--- src/ssr_pkg.sv ---
// ----------------------------------------------------------------------------
// ssr_pkg
// Shared codes and field widths of the symbol slot registry.
// ----------------------------------------------------------------------------
package ssr_pkg;

  localparam int FUNC_W = 4;
  localparam int SLOT_W = 5;
  localparam int ERR_W  = 4;
  localparam int PH_W   = 2;
  localparam int GEN_W  = 32;
  localparam int CFG_W  = 6;
  localparam int APB_AW = 3;
  localparam int APB_DW = 32;

  // request codes
  localparam logic [FUNC_W-1:0] FUNC_ASSIGN   = 4'd0;
  localparam logic [FUNC_W-1:0] FUNC_CLEAR    = 4'd1;
  localparam logic [FUNC_W-1:0] FUNC_ENABLE   = 4'd2;
  localparam logic [FUNC_W-1:0] FUNC_DISABLE  = 4'd3;
  localparam logic [FUNC_W-1:0] FUNC_BEGIN    = 4'd4;
  localparam logic [FUNC_W-1:0] FUNC_ACK      = 4'd5;
  localparam logic [FUNC_W-1:0] FUNC_COMPLETE = 4'd6;
  localparam logic [FUNC_W-1:0] FUNC_FIND     = 4'd7;
  localparam logic [FUNC_W-1:0] FUNC_READ     = 4'd8;

  // error codes
  localparam logic [ERR_W-1:0] ERR_NONE           = 4'd0;
  localparam logic [ERR_W-1:0] ERR_RANGE          = 4'd1;
  localparam logic [ERR_W-1:0] ERR_EMPTY_KEY      = 4'd2;
  localparam logic [ERR_W-1:0] ERR_DUP_ACTIVE     = 4'd3;
  localparam logic [ERR_W-1:0] ERR_NOT_ASSIGNABLE = 4'd4;
  localparam logic [ERR_W-1:0] ERR_CLR_AWAIT      = 4'd5;
  localparam logic [ERR_W-1:0] ERR_EN_UNASSIGNED  = 4'd6;
  localparam logic [ERR_W-1:0] ERR_EN_BEFORE_ACK  = 4'd7;
  localparam logic [ERR_W-1:0] ERR_DIS_UNASSIGNED = 4'd8;
  localparam logic [ERR_W-1:0] ERR_REMAP_ACTIVE   = 4'd9;
  localparam logic [ERR_W-1:0] ERR_NO_CLEAR       = 4'd10;
  localparam logic [ERR_W-1:0] ERR_NOT_READY      = 4'd11;

  // remap phases
  localparam logic [PH_W-1:0] PH_READY  = 2'd0;
  localparam logic [PH_W-1:0] PH_ACTIVE = 2'd1;
  localparam logic [PH_W-1:0] PH_AWAIT  = 2'd2;

endpackage

--- src/symbol_slot_registry.sv ---
// ----------------------------------------------------------------------------
// symbol_slot_registry
// Slot table mapping symbol keys to slots, with enable flags, remap phases
// and a wrapping generation counter.
// ----------------------------------------------------------------------------
// One request is handled at a time by a small sequencer around the key
// store's single read port. A request that touches only its own slot steps
// through dispatch, wait, slot and output before the next one is accepted.
// Assign, enable and complete remap add a duplicate scan, and find symbol
// is a scan; a scan compares one slot per cycle. A finished result waits in
// the output register while the next item is taken. Reset empties the table
// at once through per-slot valid bits; there is no clearing pass.
module symbol_slot_registry #(
  parameter int MAX_SLOTS = 32,
  parameter int KEY_BITS  = 64
) (
  input  logic                          clk,
  input  logic                          rst_n,
  input  logic                          psel,
  input  logic                          penable,
  input  logic                          pwrite,
  input  logic [ssr_pkg::APB_AW-1:0]    paddr,
  input  logic [ssr_pkg::APB_DW-1:0]    pwdata,
  output logic [ssr_pkg::APB_DW-1:0]    prdata,
  output logic                          pready,
  input  logic                          in_valid,
  output logic                          in_ready,
  input  logic [ssr_pkg::FUNC_W-1:0]    in_func,
  input  logic [ssr_pkg::SLOT_W-1:0]    in_slot,
  input  logic [KEY_BITS-1:0]           in_symbol_key,
  output logic                          out_valid,
  input  logic                          out_ready,
  output logic                          out_ok,
  output logic [ssr_pkg::ERR_W-1:0]     out_error_code,
  output logic [ssr_pkg::SLOT_W-1:0]    out_found_slot,
  output logic [KEY_BITS-1:0]           out_stored_key,
  output logic                          out_slot_enabled,
  output logic [ssr_pkg::PH_W-1:0]      out_slot_phase,
  output logic [ssr_pkg::GEN_W-1:0]     out_generation_count
);

  localparam int IW = (MAX_SLOTS > 1) ? $clog2(MAX_SLOTS) : 1;
  localparam int CW = $clog2(MAX_SLOTS + 1);

  localparam logic [2:0] ST_IDLE  = 3'd0;
  localparam logic [2:0] ST_DISP  = 3'd1;
  localparam logic [2:0] ST_WAIT  = 3'd2;
  localparam logic [2:0] ST_SLOT  = 3'd3;
  localparam logic [2:0] ST_SCAN  = 3'd4;
  localparam logic [2:0] ST_APPLY = 3'd5;
  localparam logic [2:0] ST_OUT   = 3'd6;

  // configuration
  logic [CW-1:0]                  cnt_r;
  logic [ssr_pkg::CFG_W-1:0]      cfg_val;
  logic                           cfg_we;

  // sequencer state
  logic [2:0]                     state_r, state_nxt;
  logic [ssr_pkg::FUNC_W-1:0]     func_r, func_nxt;
  logic [ssr_pkg::SLOT_W-1:0]     slot_r, slot_nxt;
  logic [KEY_BITS-1:0]            key_r, key_nxt;
  logic [CW-1:0]                  addr_r, addr_nxt;
  logic [IW-1:0]                  cmp_idx_r, cmp_idx_nxt;
  logic                           data_ok_r, data_ok_nxt;
  logic                           find_r, find_nxt;
  logic                           ok_r, ok_nxt;
  logic [ssr_pkg::ERR_W-1:0]      err_r, err_nxt;
  logic [ssr_pkg::SLOT_W-1:0]     found_r, found_nxt;
  logic                           show_r, show_nxt;
  logic [IW-1:0]                  show_idx_r, show_idx_nxt;
  logic [KEY_BITS-1:0]            cur_key_r, cur_key_nxt;
  logic [ssr_pkg::GEN_W-1:0]      gen_r, gen_nxt;

  // slot flags
  logic                           en_r [MAX_SLOTS];
  logic [ssr_pkg::PH_W-1:0]       ph_r [MAX_SLOTS];
  logic [IW-1:0]                  sidx;
  logic [IW-1:0]                  flag_idx;
  logic                           en_rd;
  logic [ssr_pkg::PH_W-1:0]       ph_rd;
  logic                           flag_we;
  logic                           flag_en_w;
  logic [ssr_pkg::PH_W-1:0]       flag_ph_w;

  // key store
  logic                           mem_we;
  logic [KEY_BITS-1:0]            mem_wdata;
  logic [KEY_BITS-1:0]            rkey;

  // scan
  logic                           hit;
  logic                           scan_end;
  logic                           slot_oor;

  // result register
  logic                           out_valid_r, out_valid_nxt;
  logic                           out_ok_r;
  logic [ssr_pkg::ERR_W-1:0]      out_err_r;
  logic [ssr_pkg::SLOT_W-1:0]     out_found_r;
  logic [KEY_BITS-1:0]            out_key_r;
  logic                           out_en_r;
  logic [ssr_pkg::PH_W-1:0]       out_ph_r;
  logic [ssr_pkg::GEN_W-1:0]      out_gen_r;
  logic                           out_load;

  // ---------------------------------------------------------------- config
  assign pready  = 1'b1;
  assign cfg_val = pwdata[ssr_pkg::CFG_W-1:0];
  assign cfg_we  = psel && penable && pwrite && !paddr[2];
  assign prdata  = paddr[2] ? '0 : ssr_pkg::APB_DW'(cnt_r);

  always_ff @(posedge clk) begin
    if (!rst_n) begin
      cnt_r <= CW'(MAX_SLOTS);
    end else if (cfg_we) begin
      if (cfg_val == '0) begin
        cnt_r <= CW'(1);
      end else if (cfg_val > ssr_pkg::CFG_W'(MAX_SLOTS)) begin
        cnt_r <= CW'(MAX_SLOTS);
      end else begin
        cnt_r <= CW'(cfg_val);
      end
    end
  end

  // ------------------------------------------------------------ key store
  ssr_key_store #(
    .DEPTH    (MAX_SLOTS),
    .KEY_BITS (KEY_BITS),
    .IW       (IW)
  ) u_key_store (
    .clk   (clk),
    .rst_n (rst_n),
    .we    (mem_we),
    .waddr (sidx),
    .wdata (mem_wdata),
    .raddr (addr_r[IW-1:0]),
    .rdata (rkey)
  );

  // ---------------------------------------------------------------- flags
  assign sidx = slot_r[IW-1:0];

  always_comb begin
    unique case (state_r)
      ST_SCAN: flag_idx = cmp_idx_r;
      ST_OUT:  flag_idx = show_idx_r;
      default: flag_idx = sidx;
    endcase
  end

  assign en_rd = en_r[flag_idx];
  assign ph_rd = ph_r[flag_idx];

  always_ff @(posedge clk) begin
    if (!rst_n) begin
      for (int i = 0; i < MAX_SLOTS; i++) begin
        en_r[i] <= 1'b0;
        ph_r[i] <= ssr_pkg::PH_READY;
      end
    end else if (flag_we) begin
      en_r[sidx] <= flag_en_w;
      ph_r[sidx] <= flag_ph_w;
    end
  end

  // ------------------------------------------------------------ sequencer
  assign in_ready = (state_r == ST_IDLE);
  assign slot_oor = {1'b0, slot_r} >= (ssr_pkg::SLOT_W + 1)'(cnt_r);

  // dup scan skips the own slot and counts only enabled slots
  assign hit = data_ok_r && (rkey == key_r) &&
               (find_r || ((cmp_idx_r != sidx) && en_rd));
  assign scan_end = !data_ok_r && (addr_r >= cnt_r);

  assign out_load = (state_r == ST_OUT) && (!out_valid_r || out_ready);

  always_comb begin
    logic [ssr_pkg::ERR_W-1:0] e_v;
    logic                      go_scan;
    e_v          = ssr_pkg::ERR_NONE;
    go_scan      = 1'b0;
    state_nxt    = state_r;
    func_nxt     = func_r;
    slot_nxt     = slot_r;
    key_nxt      = key_r;
    addr_nxt     = addr_r;
    cmp_idx_nxt  = cmp_idx_r;
    data_ok_nxt  = data_ok_r;
    find_nxt     = find_r;
    ok_nxt       = ok_r;
    err_nxt      = err_r;
    found_nxt    = found_r;
    show_nxt     = show_r;
    show_idx_nxt = show_idx_r;
    cur_key_nxt  = cur_key_r;
    gen_nxt      = gen_r;
    mem_we       = 1'b0;
    mem_wdata    = key_r;
    flag_we      = 1'b0;
    flag_en_w    = 1'b0;
    flag_ph_w    = ssr_pkg::PH_READY;

    unique case (state_r)
      ST_IDLE: begin
        if (in_valid) begin
          func_nxt     = in_func;
          slot_nxt     = in_slot;
          key_nxt      = in_symbol_key;
          ok_nxt       = 1'b0;
          err_nxt      = ssr_pkg::ERR_NONE;
          found_nxt    = '0;
          show_nxt     = 1'b0;
          show_idx_nxt = in_slot[IW-1:0];
          state_nxt    = ST_DISP;
        end
      end
      ST_DISP: begin
        if (func_r > ssr_pkg::FUNC_READ) begin
          state_nxt = ST_OUT;
        end else if (func_r == ssr_pkg::FUNC_FIND) begin
          if (key_r == '0) begin
            state_nxt = ST_OUT;
          end else begin
            find_nxt    = 1'b1;
            addr_nxt    = '0;
            data_ok_nxt = 1'b0;
            state_nxt   = ST_SCAN;
          end
        end else if (slot_oor) begin
          err_nxt   = ssr_pkg::ERR_RANGE;
          state_nxt = ST_OUT;
        end else begin
          addr_nxt  = CW'(slot_r);
          show_nxt  = 1'b1;
          state_nxt = ST_WAIT;
        end
      end
      ST_WAIT: begin
        state_nxt = ST_SLOT;
      end
      ST_SLOT: begin
        cur_key_nxt = rkey;
        state_nxt   = ST_OUT;
        unique case (func_r)
          ssr_pkg::FUNC_ASSIGN: begin
            if (key_r == '0) e_v = ssr_pkg::ERR_EMPTY_KEY;
            else go_scan = 1'b1;
          end
          ssr_pkg::FUNC_CLEAR: begin
            if (ph_rd == ssr_pkg::PH_AWAIT) begin
              e_v = ssr_pkg::ERR_CLR_AWAIT;
            end else begin
              mem_we      = 1'b1;
              mem_wdata   = '0;
              flag_we     = 1'b1;
              gen_nxt     = gen_r + 1'b1;
              cur_key_nxt = '0;
            end
          end
          ssr_pkg::FUNC_ENABLE: begin
            if (rkey == '0) begin
              e_v = ssr_pkg::ERR_EN_UNASSIGNED;
            end else if (ph_rd == ssr_pkg::PH_AWAIT) begin
              e_v = ssr_pkg::ERR_EN_BEFORE_ACK;
            end else begin
              key_nxt = rkey;
              go_scan = 1'b1;
            end
          end
          ssr_pkg::FUNC_DISABLE: begin
            if (rkey == '0) begin
              e_v = ssr_pkg::ERR_DIS_UNASSIGNED;
            end else begin
              flag_we   = 1'b1;
              flag_ph_w = (ph_rd == ssr_pkg::PH_ACTIVE) ? ssr_pkg::PH_READY : ph_rd;
            end
          end
          ssr_pkg::FUNC_BEGIN: begin
            if (rkey == '0 || !en_rd || ph_rd != ssr_pkg::PH_ACTIVE) begin
              e_v = ssr_pkg::ERR_REMAP_ACTIVE;
            end else begin
              flag_we   = 1'b1;
              flag_ph_w = ssr_pkg::PH_AWAIT;
              gen_nxt   = gen_r + 1'b1;
            end
          end
          ssr_pkg::FUNC_ACK: begin
            if (ph_rd != ssr_pkg::PH_AWAIT) begin
              e_v = ssr_pkg::ERR_NO_CLEAR;
            end else begin
              mem_we      = 1'b1;
              mem_wdata   = '0;
              flag_we     = 1'b1;
              gen_nxt     = gen_r + 1'b1;
              cur_key_nxt = '0;
            end
          end
          ssr_pkg::FUNC_COMPLETE: begin
            if (ph_rd != ssr_pkg::PH_READY || rkey != '0) e_v = ssr_pkg::ERR_NOT_READY;
            else if (key_r == '0) e_v = ssr_pkg::ERR_EMPTY_KEY;
            else go_scan = 1'b1;
          end
          default: begin
          end
        endcase
        err_nxt = e_v;
        ok_nxt  = (func_r == ssr_pkg::FUNC_READ) ? (rkey != '0) : (e_v == ssr_pkg::ERR_NONE);
        if (go_scan) begin
          find_nxt    = 1'b0;
          addr_nxt    = '0;
          data_ok_nxt = 1'b0;
          state_nxt   = ST_SCAN;
        end
      end
      ST_SCAN: begin
        if (hit) begin
          if (find_r) begin
            ok_nxt       = 1'b1;
            found_nxt    = ssr_pkg::SLOT_W'(cmp_idx_r);
            show_nxt     = 1'b1;
            show_idx_nxt = cmp_idx_r;
            cur_key_nxt  = key_r;
          end else begin
            ok_nxt  = 1'b0;
            err_nxt = ssr_pkg::ERR_DUP_ACTIVE;
          end
          state_nxt = ST_OUT;
        end else if (scan_end) begin
          state_nxt = find_r ? ST_OUT : ST_APPLY;
        end else if (addr_r < cnt_r) begin
          addr_nxt    = addr_r + 1'b1;
          cmp_idx_nxt = addr_r[IW-1:0];
          data_ok_nxt = 1'b1;
        end else begin
          data_ok_nxt = 1'b0;
        end
      end
      ST_APPLY: begin
        state_nxt = ST_OUT;
        if (func_r == ssr_pkg::FUNC_ENABLE) begin
          flag_we   = 1'b1;
          flag_en_w = 1'b1;
          flag_ph_w = ssr_pkg::PH_ACTIVE;
        end else if (en_rd || ph_rd == ssr_pkg::PH_AWAIT) begin
          ok_nxt  = 1'b0;
          err_nxt = ssr_pkg::ERR_NOT_ASSIGNABLE;
        end else begin
          // assign, or complete remap which also enables
          mem_we      = 1'b1;
          flag_we     = 1'b1;
          flag_en_w   = (func_r == ssr_pkg::FUNC_COMPLETE);
          flag_ph_w   = (func_r == ssr_pkg::FUNC_COMPLETE) ? ssr_pkg::PH_ACTIVE
                                                           : ssr_pkg::PH_READY;
          gen_nxt     = gen_r + 1'b1;
          cur_key_nxt = key_r;
        end
      end
      ST_OUT: begin
        if (out_load) begin
          state_nxt = ST_IDLE;
        end
      end
      default: begin
        state_nxt = ST_IDLE;
      end
    endcase
  end

  always_ff @(posedge clk) begin
    if (!rst_n) begin
      state_r   <= ST_IDLE;
      data_ok_r <= 1'b0;
      find_r    <= 1'b0;
      gen_r     <= '0;
    end else begin
      state_r   <= state_nxt;
      data_ok_r <= data_ok_nxt;
      find_r    <= find_nxt;
      gen_r     <= gen_nxt;
    end
  end

  always_ff @(posedge clk) begin
    func_r     <= func_nxt;
    slot_r     <= slot_nxt;
    key_r      <= key_nxt;
    addr_r     <= addr_nxt;
    cmp_idx_r  <= cmp_idx_nxt;
    ok_r       <= ok_nxt;
    err_r      <= err_nxt;
    found_r    <= found_nxt;
    show_r     <= show_nxt;
    show_idx_r <= show_idx_nxt;
    cur_key_r  <= cur_key_nxt;
  end

  // ------------------------------------------------------- result register
  assign out_valid_nxt = out_load ? 1'b1 : (out_valid_r && !out_ready);

  always_ff @(posedge clk) begin
    if (!rst_n) begin
      out_valid_r <= 1'b0;
    end else begin
      out_valid_r <= out_valid_nxt;
    end
  end

  // flags are read after the step has written them
  always_ff @(posedge clk) begin
    if (out_load) begin
      out_ok_r    <= ok_r;
      out_err_r   <= err_r;
      out_found_r <= found_r;
      out_key_r   <= show_r ? cur_key_r : '0;
      out_en_r    <= show_r ? en_rd : 1'b0;
      out_ph_r    <= show_r ? ph_rd : ssr_pkg::PH_READY;
      out_gen_r   <= gen_r;
    end
  end

  assign out_valid            = out_valid_r;
  assign out_ok               = out_ok_r;
  assign out_error_code       = out_err_r;
  assign out_found_slot       = out_found_r;
  assign out_stored_key       = out_key_r;
  assign out_slot_enabled     = out_en_r;
  assign out_slot_phase       = out_ph_r;
  assign out_generation_count = out_gen_r;

endmodule

--- src/ssr_key_store.sv ---
// ----------------------------------------------------------------------------
// ssr_key_store
// Slot key memory: one write port, one registered read port, and a valid
// bit per entry so that reset empties the table at once.
// ----------------------------------------------------------------------------
module ssr_key_store #(
  parameter int DEPTH    = 32,
  parameter int KEY_BITS = 64,
  parameter int IW       = 5
) (
  input  logic                clk,
  input  logic                rst_n,
  input  logic                we,
  input  logic [IW-1:0]       waddr,
  input  logic [KEY_BITS-1:0] wdata,
  input  logic [IW-1:0]       raddr,
  output logic [KEY_BITS-1:0] rdata
);

  logic [KEY_BITS-1:0] mem [DEPTH];
  logic [DEPTH-1:0]    vld_r;
  logic [KEY_BITS-1:0] rd_key_r;
  logic                rd_vld_r;

  always_ff @(posedge clk) begin
    if (we) begin
      mem[waddr] <= wdata;
    end
    rd_key_r <= mem[raddr];
  end

  always_ff @(posedge clk) begin
    if (!rst_n) begin
      vld_r    <= '0;
      rd_vld_r <= 1'b0;
    end else begin
      if (we) begin
        vld_r[waddr] <= 1'b1;
      end
      rd_vld_r <= vld_r[raddr];
    end
  end

  // an entry never written reads as no symbol
  assign rdata = rd_vld_r ? rd_key_r : '0;

endmodule

--- config.mk ---
export PLATFORM = sky130hd
export DESIGN_NAME = symbol_slot_registry
export DESIGN_NICKNAME = d
export VERILOG_FILES = /design/src/ssr_pkg.sv /design/src/symbol_slot_registry.sv /design/src/ssr_key_store.sv
export SDC_FILE = /design/constraint.sdc
export NUM_CORES = 2
export LEC_CHECK = 0
export ABC_AREA = 0
export BUFFER_PORTS_ARGS = -buffer_cell sky130_fd_sc_hd__buf_2
export CAP_MARGIN = 20
export CORE_ASPECT_RATIO = 1.2
export CORE_MARGIN = 5
export CORE_UTILIZATION = 50
export DETAILED_ROUTE_END_ITERATION = 8
export GPL_ROUTABILITY_DRIVEN = 0
export GPL_TIMING_DRIVEN = 0
export PLACE_DENSITY = 0.76
export SKIP_LAST_GASP = 1
export SYNTH_ARGS = -nofsm -noshare
export SYNTH_HDL_FRONTEND = slang
export SYNTH_HIERARCHICAL = 1
export SYNTH_SLANG_ARGS = --single-unit
--- constraint.sdc ---
create_clock -name clk -period 11.45 [get_ports clk]
set_input_delay 2.29 -clock clk [delete_from_list [all_inputs] [get_ports clk]]
set_output_delay 2.29 -clock clk [all_outputs]
set_load 0.05 [all_outputs]
# --- Yosys cells after proc, flatten, opt, wreduce, memory -nomap -nowiden ---
# Memory sizes are Yosys's and may differ from the RTL's. A register that Yosys moved wholly into a read port is not among the register bits.
# Index checks and enable logic that the tools add are counted.
word_totals:
  register_bits: 350
  mem_bits_rw: 2144
  input_bits: 115
  out_inout_bits: 144
  wordCells: 286
  memories: 3
memory_table:
  columns: ["name", "words", "width", "rd", "rd_clocked_by_memory_dff", "wr", "line", "text"]
  rows:
  - ["u_key_store.mem", 32, 64, 1, 1, 1, "ssr_key_store.sv:20", "logic [KEY_BITS-1:0] mem [DEPTH];"]
  - ["ph_r", 32, 2, 1, 0, 32, "symbol_slot_registry.sv:77", "logic [ssr_pkg::PH_W-1:0] ph_r [MAX_SLOTS];"]
  - ["en_r", 32, 1, 1, 0, 32, "symbol_slot_registry.sv:76", "logic en_r [MAX_SLOTS];"]
op_classes:
  addsub: 2
  magnitude_cmp: 8
  eq_ne: 48
  muxes: 143
  n_bitwise: 3
  reduce_logical: 53
op_table:
  columns: ["cell", "count"]
  rows:
  - ["64-bit 2-to-1 mux", 14]
  - ["64-bit case mux with 2 select lines", 3]
  - ["64-bit case mux with 3 select lines", 1]
  - ["32-bit 2-to-1 mux", 5]
  - ["64-bit logical NOT", 2]
  - ["32-bit case mux with 3 select lines", 1]
  - ["6-bit 2-to-1 mux", 11]
  - ["64-bit == test", 1]
  - ["32-bit case mux with 2 select lines", 1]
  - ["64-bit nonzero test", 1]
  - ["4-bit 2-to-1 mux", 13]
  - ["1-bit 2-to-1 mux", 50]
  - ["2-bit inequality test (second input constant)", 22]
  - ["32-bit by 1-bit adder with 32-bit output (second input constant)", 1]
  - ["32-bit OR", 1]
  - ["3-bit 2-to-1 mux", 10]
  - ["5-bit 2-to-1 mux", 6]
  - ["5-bit case mux with 2 select lines", 3]
  - ["4-bit case mux with 7 select lines", 1]
  - ["3-bit case mux with 7 select lines", 1]
  - ["7-bit AND reduction", 3]
  - ["4-bit case mux with 5 select lines", 1]
  - ["5-bit AND reduction", 4]
  - ["3-bit inequality test (second input constant)", 6]
  - ["46 further kinds", 95]

# --- Depth between registers and ports, before layout ---
# An unclocked memory read counts as a cell.
depth:
  ltp_word: 14
  mapped_depth: 18
  ltp_nobuf: 13

# --- Cells and area by module ---
# Netlist, hierarchy kept.
by_module_without_submodules:
  columns: ["module", "instances", "cells_per_inst", "area_each_um2", "seq_area_each_um2"]
  rows:
  - ["ssr_key_store", 1, 3178, 80509.7, 63440.8]
  - ["symbol_slot_registry", 1, 1973, 20318.2, 11641.2]

# --- Worst setup path before layout ---
# OpenSTA, ideal clock, no wires.
synth_path:
  path_kind: "register -> register"
  start: "register state_r[1]"
  end: "register cur_key_r[0] (enable)"
  setup_ps: 574
  t_arrival_ps: 7170
  required_ps: 10876
  path_slack_ps: 3706
  path_stages_with_launch: 13
  cell_sequence: "dfxtp_1 > buf_2 > mux2_2 > mux2_2 > buf_4 > buf_2 > nor3_1 > a311oi_1 > nor4_1 > o22a_1 > o311ai_1 > mux2_2 > o21ai_0"
synth_between:
  elab_chain_cells: 8
  elab_cells_between_ends: 18
synth_lines:
  columns: ["item", "line", "text"]
  rows:
  - ["start: declaration", "symbol_slot_registry.sv:59", "logic [2:0] state_r, state_nxt;"]
  - ["start signal: assignment", "symbol_slot_registry.sv:378", "state_r <= state_nxt;"]
  - ["3-bit == test (on tied branches)", "symbol_slot_registry.sv:146, symbol_slot_registry.sv:205", null]
  - ["5-bit case mux with 2 select lines", "symbol_slot_registry.sv:146", "unique case (state_r)"]
  - ["memory read 32 x 1 bit", null, null]
  - ["1-bit logical AND", "symbol_slot_registry.sv:174", "(find_r || ((cmp_idx_r != sidx) && en_rd));"]
  - ["1-bit logical OR", "symbol_slot_registry.sv:174", null]
  - ["1-bit logical AND", "symbol_slot_registry.sv:173", "assign hit = data_ok_r && (rkey == key_r) &&"]
  - ["2-bit inequality test (no line)", null, null]
  - ["5-bit AND reduction (no line) *", null, null]
  - ["end signal: assignment", "symbol_slot_registry.sv:396", "cur_key_r <= cur_key_nxt;"]
  - ["end: declaration", "symbol_slot_registry.sv:72", "logic [KEY_BITS-1:0] cur_key_r, cur_key_nxt;"]
# Every way passes the cells marked *; elsewhere a longest branch is shown, timed or not.
# A chain may end at the register's enable or synchronous reset.

# --- Final worst setup path ---
layout_path:
  start: "register slot_r (netlist bit sidx[2])"
  end: "memory u_key_store.mem[28][35] (enable)"
layout_between:
  elab_chain_cells: 9
  elab_cells_between_ends: 14
layout_lines:
  columns: ["item", "line", "text"]
  rows:
  - ["start: declaration", "symbol_slot_registry.sv:61", "logic [ssr_pkg::SLOT_W-1:0] slot_r, slot_nxt;"]
  - ["start signal: assignment", "symbol_slot_registry.sv:387", "slot_r <= slot_nxt;"]
  - ["5-bit case mux with 2 select lines *", "symbol_slot_registry.sv:146", null]
  - ["memory read 32 x 2 bit", null, null]
  - ["2-bit == test", "symbol_slot_registry.sv:252, symbol_slot_registry.sv:346", null]
  - ["1-bit logical OR", "symbol_slot_registry.sv:346", "end else if (en_rd || ph_rd == ssr_pkg::PH_AWAIT) begin"]
  - ["1-bit 2-to-1 mux", "symbol_slot_registry.sv:346", null]
  - ["1-bit 2-to-1 mux", "symbol_slot_registry.sv:342", "if (func_r == ssr_pkg::FUNC_ENABLE) begin"]
  - ["1-bit case mux with 2 select lines *", "symbol_slot_registry.sv:205", "unique case (state_r)"]
  - ["named net mem_we", "symbol_slot_registry.sv:87", "logic mem_we;"]
  - ["1-bit 2-to-1 mux *", "ssr_key_store.sv:26", "if (we) begin"]
  - ["1-bit 2-to-1 mux (not written as such) *", "ssr_key_store.sv:27", "mem[waddr] <= wdata;"]
  - ["end: declaration", "ssr_key_store.sv:20", null]
# Mark *: on every way through the listed nets, which the timed path passes. The rest lies on a longest branch.

==> key figures <==
Power and ir drop
  – Comb pwr share: 20.5%
  – Sequential power share: 46.0%
  – Sw power: 6.73 mW
  – Sw frac: 28.0%
  – Power Total: 24.0 mW
  – PwrDens: 205 nW/µm²
  – Int Pwr: 17.3 mW
  – Clock network power share: 33.5%
  – Leak: 37.5 nW
  – VDD IR-drop max: 0.192 mV

GRT
  – Largest net degree at the start of global routing: 64
  – Gr usage total: 27.3%
  – First-pass GRT wire length: 407000 µm
  – Vias in the first global route: 55700
  – GRT Residual Overflow: 0
  – Initial antenna violation count: 16

Clock network
  – # resized after CTS: 0
  – Clock buffer count from CTS: 234
  – CTS tree: built
  – Clock transition at path regs: 0.06 ns
  – CTS hold repair buffers: 0
  – Max clock buf depth: 3
  – Root buffer cell: clkbuf_16
  – Clock Latency Late Sink: 0.94 ns
  – CTS sink count: 2558
  – Setup Buffers After CTS: 0
  – CTS H-tree lvls: 4

STA
  – Min cycle time layout: 7.98 ns
  – Tcrit/Tclk final: 69.7%
  – Slew Limit Fails: 0
  – Setup TNS Final: 0 ns
  – Setup violators final: 0
  – Hold slack: 0.418 ns
  – Worst Skew: 0.0889 ns
  – RSZ-0062 raised after global routing: false
  – Fin. Hold Viols: 0
  – Max frequency: 0.125 GHz
  – Worst slew pin tran: 1.27 ns
  – Relative slew margins: 15.2%

Route
  – Antenna Nets Post-Route: 0
  – DR WL/cell: 33.6 µm
  – Via density: 6.52
  – Post-route DRC violation count: 0
  – Iteration-0 DRC Markers: 8851
  – Vias: 56500
  – TritonRoute pass-1 iters: 7
  – Total Wirelength: 291000 µm

Floorplan
  – Die Ht: 502 µm
  – Row count: 180
  – Die W: 420 µm
  – Starting Density: 50.2%
  – IO Pins: 259
  – Core area: 201000 µm²
  – Die area: 211000 µm²

Yosys
  – Mapped Cells: 5151
  – Post-synth EDFFs: 2385
  – Cell Area, Synth: 101000 µm²
  – Yosys warning count: 6
  – Async SR Flop Fraction: 0%
  – Synth Register Bits: 2558
  – Top_reg_cell synth: edfxtp_1
  – Register area share after synthesis: 74.5%
  – Avg Cell Area, Syn: 19.6 µm²
  – Netlist cell types: 77

Final layout
  – Syn-to-layout area delta: 16.2%
  – Final core utilization: 58.4%
  – Fillcell total: 13700
  – Sequential Area: 75100 µm²
  – Area of the multi-input gates: 24600 µm²
  – Commonest cells after routing, fill and taps aside: edfxtp_1, mux4_2, nand2_1, buf_2, clkbuf_16
  – Fraction of layout cells with a size suffix above 1: 28.5%
  – Commonest non-fill, non-tap cell in the layout: edfxtp_1
  – Nets: 5932

Critical path
  – Setup Crit Path Kind: reg -> reg
  – Worst Path Arrival: 8.58 ns
  – Crit. End Element: register
  – Startpoint Class: register
  – Critical Path RT: 12.05 ns
  – Worst R2R Setup Slack: 3.47 ns
  – Crit path from: sidx[2]
  – Reg-to-Reg Start: sidx[2]
  – Worst Path Max Fanout: 22
  – R2R cell count: 18
  – End of the critical path: u_key_store/mem[28][35]
  – R2r endpoint: u_key_store/mem[28][35]

Place
  – Final HPWL DP: 191000 µm
  – # port buffers: 203

Run status
  – Outcome: finished, final reports clean

Min path
  – Hold Crit Class: reg -> reg

Flow run
  – Max Cap Viol: 0
==> sequential cells by signal, indices dropped and copies added, names as in the netlist, 4 cells and up <==
name                  cells
sidx                      5
out_stored_key           64
out_error_code            4
u_key_store/vld_r        32
show_idx_r                5
cnt_r                     6
gen_r                    32
ph_r                     64
err_r                     4
u_key_store/mem        2048
out_found_slot            5
cur_key_r                64
func_r                    4
cmp_idx_r                 5
key_r                    64
u_key_store/rd_key_r     64
out_generation_count     32
found_r                   5
en_r                     32
addr_r                    6
==> per-layer routing <==
metal	up-vias	global-route usage (%)	part of all wire (%)
met1	28900	34.0	32
met3	847	6.69	12
met4	2	16.6	7.3
met5	-	0	0.0058
met2	4644	43.4	48
li1	22100	-	-
==> cell families (layout without fill, tap and decap cells) <==
logic type / after synthesis / in the layout / share of synthesized area [%]
other: 2 / 40 / 0.00745
buffers and inverters: 357 / 1193 / 1.70
AND/OR/NAND/NOR: 1012 / 1012 / 4.87
AO/OA/AOI/OAI: 381 / 381 / 2.37
multiplexers: 751 / 751 / 15.8
adder cells (fa/ha/maj): 13 / 13 / 0.161
XOR/XNOR: 77 / 77 / 0.669
flip-flops: 2558 / 2558 / 74.5
==> layout make-up <==
| type | instances | area share (%) |
|---|---|---|
| clock buffers | 290 | 5.30 |
| inverters | 48 | 0.154 |
| diodes | 13 | 0.0278 |
| flip-flops and latches | 2558 | 64.1 |
| well taps | 2639 | 2.82 |
| plain buffers | 309 | 1.31 |
| repair buffers | 392 | 3.82 |
| clock inverters | 154 | 1.52 |
| multi-input cells | 2261 | 21.0 |
==> cells in the mapped netlist (10+ instances only) <==
cell / instances / share of area [%]
a21o_1: 11 / 0.082
a21oi_1: 95 / 0.47
a22oi_1: 10 / 0.074
and2_1: 134 / 0.83
and3_1: 21 / 0.13
buf_1: 22 / 0.082
buf_2: 32 / 0.16
buf_4: 55 / 0.41
buf_6: 17 / 0.19
clkbuf_1: 183 / 0.68
dfxtp_1: 173 / 3.4
edfxtp_1: 2385 / 71
ha_1: 13 / 0.16
inv_1: 47 / 0.17
mux2_2: 73 / 0.82
mux2i_1: 14 / 0.14
mux4_2: 660 / 15
nand2_1: 433 / 1.6
nand2b_1: 12 / 0.074
nand3_1: 26 / 0.13
nand3b_1: 15 / 0.11
nand4_1: 27 / 0.17
nor2_1: 147 / 0.55
nor2b_1: 79 / 0.49
nor3_1: 16 / 0.079
nor4_1: 45 / 0.28
o21a_1: 38 / 0.28
o21ai_0: 130 / 0.65
o21ai_1: 11 / 0.055
o31ai_1: 10 / 0.074
o32ai_1: 34 / 0.30
or3_1: 22 / 0.14
or4_1: 10 / 0.074
xnor2_1: 52 / 0.45
xor2_1: 25 / 0.22
==> worst max-delay path: stages (launching register included) <==
cell      delay, ns
edfxtp_1       0.70
clkbuf_1       0.59
mux2_2         0.33
buf_2          0.29
a21oi_1        0.07
a22oi_1        0.26
a22oi_1        0.14
a32oi_1        0.95
nor3_4         0.19
xor2_1         0.21
nor4_1         0.21
buf_2          0.25
clkbuf_1       0.82
o21bai_1       0.37
or3b_2         0.48
clkbuf_1       0.44
nor2_4         0.84
buf_12         0.30
buf_16         0.20
==> worst min-delay path by stage <==
stage / startpoint / end / slack [ns] / cells after the start
6_report: found_r[0] / out_found_slot[0] / 0.42 / 0
5_1_grt: found_r[0] / out_found_slot[0] / 0.42 / 0
4_1_cts: found_r[0] / out_found_slot[0] / 0.42 / 0
3_5_place_dp: found_r[0] / out_found_slot[0] / 0.40 / 0
3_3_place_gp: found_r[1] / out_found_slot[1] / 0.41 / 0
2_1_floorplan: err_r[0] / out_error_code[0] / 0.40 / 0
==> power groups by stage <==
stage	clock network (mW)	registers [mW]	logic, mW
after floorplan	0	11.2	2.87
after global placement	0	11.3	4.38
after detailed placement	0	11.3	4.66
after CTS	8.11	11.1	4.74
after global routing	8.53	11.1	5.08
final	8.05	11.1	4.93
==> stage by stage <==
| stage | cells | cell area [µm²] | worst slack (ns) |
|---|---|---|---|
| 2_1_floorplan | 5176 | 101000 | 3.71 |
| 3_3_place_gp | 8018 | 105000 | -1.78 |
| 3_5_place_dp | 8162 | 109000 | 3.37 |
| 4_1_cts | 8606 | 117000 | 3.36 |
| 5_1_grt | 8654 | 117000 | 3.36 |
| 6_report | 8664 | 117000 | 3.47 |
Power figures use the tool's default switching activity.
